File: config.mk
export PLATFORM = sky130hd
export DESIGN_NAME = psc_cell
export DESIGN_NICKNAME = d
export VERILOG_FILES = /design/src/hdl/pair_sum_complement_finder_unit_defines.svh /design/src/hdl/psc_pkg.sv /design/src/hdl/psc_cell.sv
export SDC_FILE = /design/constraint.sdc
export NUM_CORES = 1
export LEC_CHECK = 0
export BUFFER_PORTS_ARGS = -buffer_cell sky130_fd_sc_hd__buf_4
export CAP_MARGIN = 0
export CORE_UTILIZATION = 40
export DETAILED_ROUTE_END_ITERATION = 10
export PLACE_DENSITY = 0.75
export RECOVER_POWER = 100
export SYNTH_ARGS = -nofsm -noshare
export SYNTH_HDL_FRONTEND = slang
export SYNTH_SLANG_ARGS = --single-unit
File: constraint.sdc
create_clock -name i_clk -period 2.5 [get_ports i_clk]
set_clock_uncertainty 0.15 [all_clocks]
set_input_delay 0.25 -clock i_clk [delete_from_list [all_inputs] [get_ports i_clk]]
set_output_delay 0.25 -clock i_clk [all_outputs]
set_load 0.005 [all_outputs]
File: src/hdl/pair_sum_complement_finder_unit_defines.svh
// Assertion macros for the top-level RTL file of the pair sum unit.
// Each macro samples on i_clk and is disabled while i_rst_n is low.
`ifndef PAIR_SUM_COMPLEMENT_FINDER_UNIT_DEFINES_SVH
`define PAIR_SUM_COMPLEMENT_FINDER_UNIT_DEFINES_SVH
`ifndef NO_ASSERTIONS
`define PSC_ASSERT_ALWAYS(lbl, expr, msg) \
    lbl: assert property (@(posedge i_clk) disable iff (!i_rst_n) (expr)) else $error(msg);
`define PSC_ASSERT_SAME(lbl, ante, cons, msg) \
    lbl: assert property (@(posedge i_clk) disable iff (!i_rst_n) (ante) |-> (cons)) \
        else $error(msg);
`define PSC_ASSERT_NEXT(lbl, ante, cons, msg) \
    lbl: assert property (@(posedge i_clk) disable iff (!i_rst_n) (ante) |=> (cons)) \
        else $error(msg);
`else
`define PSC_ASSERT_ALWAYS(lbl, expr, msg)
`define PSC_ASSERT_SAME(lbl, ante, cons, msg)
`define PSC_ASSERT_NEXT(lbl, ante, cons, msg)
`endif
`endif

File: src/hdl/psc_pkg.sv
package psc_pkg;

    localparam int DEF_TABLE_ENTRIES = 64;
    localparam int DEF_POSITION_BITS = 16;
    localparam int VALUE_W           = 32;
    localparam int OUT_POS_W         = 16;
    localparam int STATUS_W          = 2;

    // Result codes.
    typedef enum logic [STATUS_W-1:0] {
        ST_STORED  = 2'd0,
        ST_PAIR    = 2'd1,
        ST_IGNORED = 2'd2,
        ST_FULL    = 2'd3
    } t_psc_status;

    // Search token that walks down the row of cells.
    typedef struct packed {
        logic valid;
        logic comp_hit;
        logic dup_hit;
    } t_psc_token;

    // Write strobes broadcast to every cell.
    typedef struct packed {
        logic value_we;
        logic pos_we;
    } t_psc_wr;

endpackage

File: src/hdl/psc_cell.sv
module psc_cell #(
    parameter int IDX           = 0,
    parameter int TABLE_ENTRIES = psc_pkg::DEF_TABLE_ENTRIES,
    parameter int POSITION_BITS = psc_pkg::DEF_POSITION_BITS,
    localparam int FW = $clog2(TABLE_ENTRIES + 1),
    localparam int IW = $clog2(TABLE_ENTRIES)
) (
    input  logic                         i_clk,
    input  logic                         i_rst_n,
    input  logic [psc_pkg::VALUE_W:0]    i_comp,
    input  logic [psc_pkg::VALUE_W-1:0]  i_key_value,
    input  logic [FW-1:0]                i_fill,
    input  psc_pkg::t_psc_token          i_tok,
    input  logic [POSITION_BITS-1:0]     i_hit_pos,
    input  logic [IW-1:0]                i_dup_idx,
    input  psc_pkg::t_psc_wr             i_wr,
    input  logic [IW-1:0]                i_wr_idx,
    input  logic [psc_pkg::VALUE_W-1:0]  i_wr_value,
    input  logic [POSITION_BITS-1:0]     i_wr_pos,
    output psc_pkg::t_psc_token          o_tok,
    output logic [POSITION_BITS-1:0]     o_hit_pos,
    output logic [IW-1:0]                o_dup_idx
);
    import psc_pkg::*;

    localparam logic [FW-1:0] IDX_F = FW'(IDX);
    localparam logic [IW-1:0] IDX_I = IW'(IDX);

    logic [VALUE_W-1:0]       r_value;
    logic [POSITION_BITS-1:0] r_pos;
    t_psc_token               r_tok;
    t_psc_token               n_tok;
    logic [POSITION_BITS-1:0] r_hit_pos;
    logic [POSITION_BITS-1:0] n_hit_pos;
    logic [IW-1:0]            r_dup_idx;
    logic [IW-1:0]            n_dup_idx;
    logic                     occupied;
    logic                     comp_match;
    logic                     dup_match;

    // An entry counts only once it lies below the fill count.
    assign occupied   = (IDX_F < i_fill);
    assign comp_match = occupied && ({r_value[VALUE_W-1], r_value} == i_comp);
    assign dup_match  = occupied && (r_value == i_key_value);

    always_comb begin
        n_tok     = i_tok;
        n_hit_pos = i_hit_pos;
        n_dup_idx = i_dup_idx;
        if (i_tok.valid && !i_tok.comp_hit && comp_match) begin
            n_tok.comp_hit = 1'b1;
            n_hit_pos      = r_pos;
        end
        if (i_tok.valid && !i_tok.dup_hit && dup_match) begin
            n_tok.dup_hit = 1'b1;
            n_dup_idx     = IDX_I;
        end
    end

    always_ff @(posedge i_clk) begin
        if (!i_rst_n) begin
            r_tok <= '0;
        end else begin
            r_tok <= n_tok;
        end
    end

    always_ff @(posedge i_clk) begin
        r_hit_pos <= n_hit_pos;
        r_dup_idx <= n_dup_idx;
        if (i_wr.value_we && (i_wr_idx == IDX_I)) begin
            r_value <= i_wr_value;
        end
        if (i_wr.pos_we && (i_wr_idx == IDX_I)) begin
            r_pos <= i_wr_pos;
        end
    end

    assign o_tok     = r_tok;
    assign o_hit_pos = r_hit_pos;
    assign o_dup_idx = r_dup_idx;

endmodule
==> impl_metrics.json <==
{
  "run_status": "complete, no violations",
  "multi_input_area_um2": 1050,
  "clk_latency_ns": 0.35,
  "first_iter_violations": 48,
  "path_clk_slew_ns": 0.08,
  "ys_seq_area_frac": 0.645,
  "place_area_um2": 4520,
  "power_mw": 2.67,
  "setup_viol": 0,
  "met2_length_mm": 5.45,
  "synth_fa_ha_area_frac": 0,
  "utilization": 0.754,
  "io_pins": 180,
  "syn_to_final_growth_pct": 81.5,
  "cts_root_buffer": "clkbuf_8",
  "critPathKind": "reg -> reg",
  "timing_hold_violations_final": 0,
  "ant_nets": 0,
  "synth_cell_types": 24,
  "dr_total_vias": 2645,
  "final-seq-area_um2": 1940,
  "dr_wl_met3_um": 466,
  "layout_common_cells": "buf_4, dlygate4sd3_1, clkbuf_4",
  "worst_slew_pin_slew_ns": 0.890,
  "die_y_um": 88.8,
  "nets": 628,
  "first_global_vias": 2853,
  "synth_top_family_by_area": "XOR/XNOR gates",
  "drive_above_1_share": 0.439,
  "cp-start-kind": "register",
  "n_antenna_cell": 0,
  "ff2ff_setup_slack_ns": 0.09,
  "die-area_um2": 7880,
  "start_util": 0.415,
  "top_layer_used": "met4",
  "nFillCells": 481,
  "muxShareOfSynthArea": 0.0710,
  "vias_per_cell": 4.58,
  "period_needed_ns": 2.41,
  "h-tree-depth": 3,
  "die_w_um": 88.8,
  "grt_usage": 0.241,
  "drv_slew": 0,
  "cts-buffers-inserted": 9,
  "placementRows": 31,
  "fin_crit_sh": 0.965,
  "syn-instance-count": 199,
  "dr.pass1.iters": 4,
  "wl_per_cell_um": 16.5,
  "synth_nets": 354,
  "cts_tree": "built",
  "irDropWorstVdd_mv": 0.310,
  "synth_seq_cells": 73,
  "overflow": 0,
  "core_area_um2": 7250,
  "synth_xor_area_frac": 0.180,
  "gp_congestion": 0.836,
  "final_area_um2": 5470,
  "cp_data_arrival_time_ns": 2.55,
  "crit_fanout": 5,
  "post_synth.cell_area_avg_um2": 15.1,
  "placedCellCount": 481,
  "synth_compound_area_frac": 0.0141,
  "cts_buffer_depth": 2,
  "wl_met1_mm": 3.22,
  "hold_class": "in -> reg",
  "power.density_nw_per_um2": 489,
  "dp_hpwl_mm": 6.08,
  "crit_path_end_kind": "register",
  "synthSimpleGateAreaFrac": 0.0839,
  "post-route-drc-count": 0,
  "reg2reg_depth": 7,
  "synth_area_um2": 3010,
  "layout_commonest_cell": "buf_4",
  "leakage_nw": 2.33,
  "ys_warn_count": 0,
  "max_freq_mhz": 414,
  "antenna_found_initial": 0,
  "whs_path_depth": 6,
  "numClockSinks": 73,
  "max_cap_violations": 0,
  "crit_required_ns": 2.64,
  "wl_mm": 9.49,
  "slew_headroom": 0.407,
  "fin_cells": 577,
  "port_buffers": 179,
  "grt_max_degree": 33,
  "grt_first_pass_wirelength_mm": 13.3
}
[layer usage]
metal | vias up | track usage
met5 | - | 0
met4 | 0 | 0.144
met3 | 33 | 0.0550
met2 | 108 | 0.462
met1 | 1233 | 0.232
li1 | 1271 | -
[critical path, stage by stage (launching register included)]
cell and delay (ns):
edfxtp_1 0.41, xor2_1 0.20, nor4_2 0.32, nand4_1 0.21
nor4_2 0.26, buf_4 0.17, o21a_1 0.10, dlygate4sd3_1 0.54
[state kept, by name (all words and copies together), names as in the netlist]
name       cells
o_hit_pos     16
r_pos         16
o_dup_idx      6
o_tok          3
r_value       32
[cell usage after synthesis]
| cell type | instances | area share |
|---|---|---|
| a21boi_0 | 1 | 0.0025 |
| a21oi_1 | 1 | 0.0017 |
| and2_1 | 1 | 0.0021 |
| and3_1 | 2 | 0.0042 |
| buf_8 | 1 | 0.0050 |
| dfxtp_1 | 25 | 0.17 |
| edfxtp_1 | 48 | 0.48 |
| inv_1 | 1 | 0.0012 |
| mux2_2 | 7 | 0.026 |
| mux2_4 | 9 | 0.045 |
| nand2_1 | 2 | 0.0025 |
| nand4_1 | 6 | 0.012 |
| nand4b_1 | 1 | 0.0029 |
| nor2_1 | 3 | 0.0037 |
| nor2b_1 | 6 | 0.012 |
| nor3_1 | 2 | 0.0033 |
| nor4_1 | 13 | 0.027 |
| nor4_2 | 1 | 0.0042 |
| nor4_4 | 1 | 0.0071 |
| o21a_1 | 2 | 0.0050 |
| o21ai_0 | 3 | 0.0050 |
| or3_1 | 1 | 0.0021 |
| xnor2_1 | 9 | 0.026 |
| xor2_1 | 53 | 0.15 |
[repair_timing]
action                                  in CTS  in global routing
hold buffers                                76                  0
gates resized for setup                      0                  5
setup buffers                                0                  4
endpoints found under the setup margin       0                  1
endpoints found under the hold margin       73                  0
[cell type report]
type | instances | share of cell area
clock buffers | 9 | 0.0226
flip-flops and latches | 73 | 0.355
inverters | 1 | 0.000686
multi-input cells | 124 | 0.193
clock inverters | 7 | 0.0135
well taps | 99 | 0.0226
repair buffers | 264 | 0.393
[kinds of logic after synthesis]
family,after synthesis
AOI/OAI and AO/OA,7
xor gates and xnor gates,62
buffers and inverters,2
DFF,73
muxes,16
and+or+nand+nor,39
[worst paths after layout]
| path | start | end |
|---|---|---|
| setup / recovery | r_value[7] | o_tok[0] |
| hold / removal | i_key_value[4] | o_dup_idx[5] |
| setup reg to reg | r_value[7] | o_tok[0] |
| hold reg to reg | r_pos[11] | o_hit_pos[11] |
[metrics by stage]
| stage | setup WS, ns | TNS [ns] | hold slack (ns) |
|---|---|---|---|
| after global placement | 0.182 | 0 | 0.279 |
| after global routing | -0.00998 | -0.00998 | 0.326 |
| after CTS | 0.0293 | 0 | 0.280 |
| after detailed placement | 0.168 | 0 | 0.279 |
| after floorplan | 0.240 | 0 | 0.199 |
| final | 0.0867 | 0 | 0.308 |
[power by group]
group / total [mW] / internal [mW] / switching, mW
logic: 0.405 / 0.286 / 0.119
registers: 1.32 / 1.31 / 0.00933
clock network: 0.952 / 0.470 / 0.482
No activity file was read; power rests on OpenSTA's default activity.
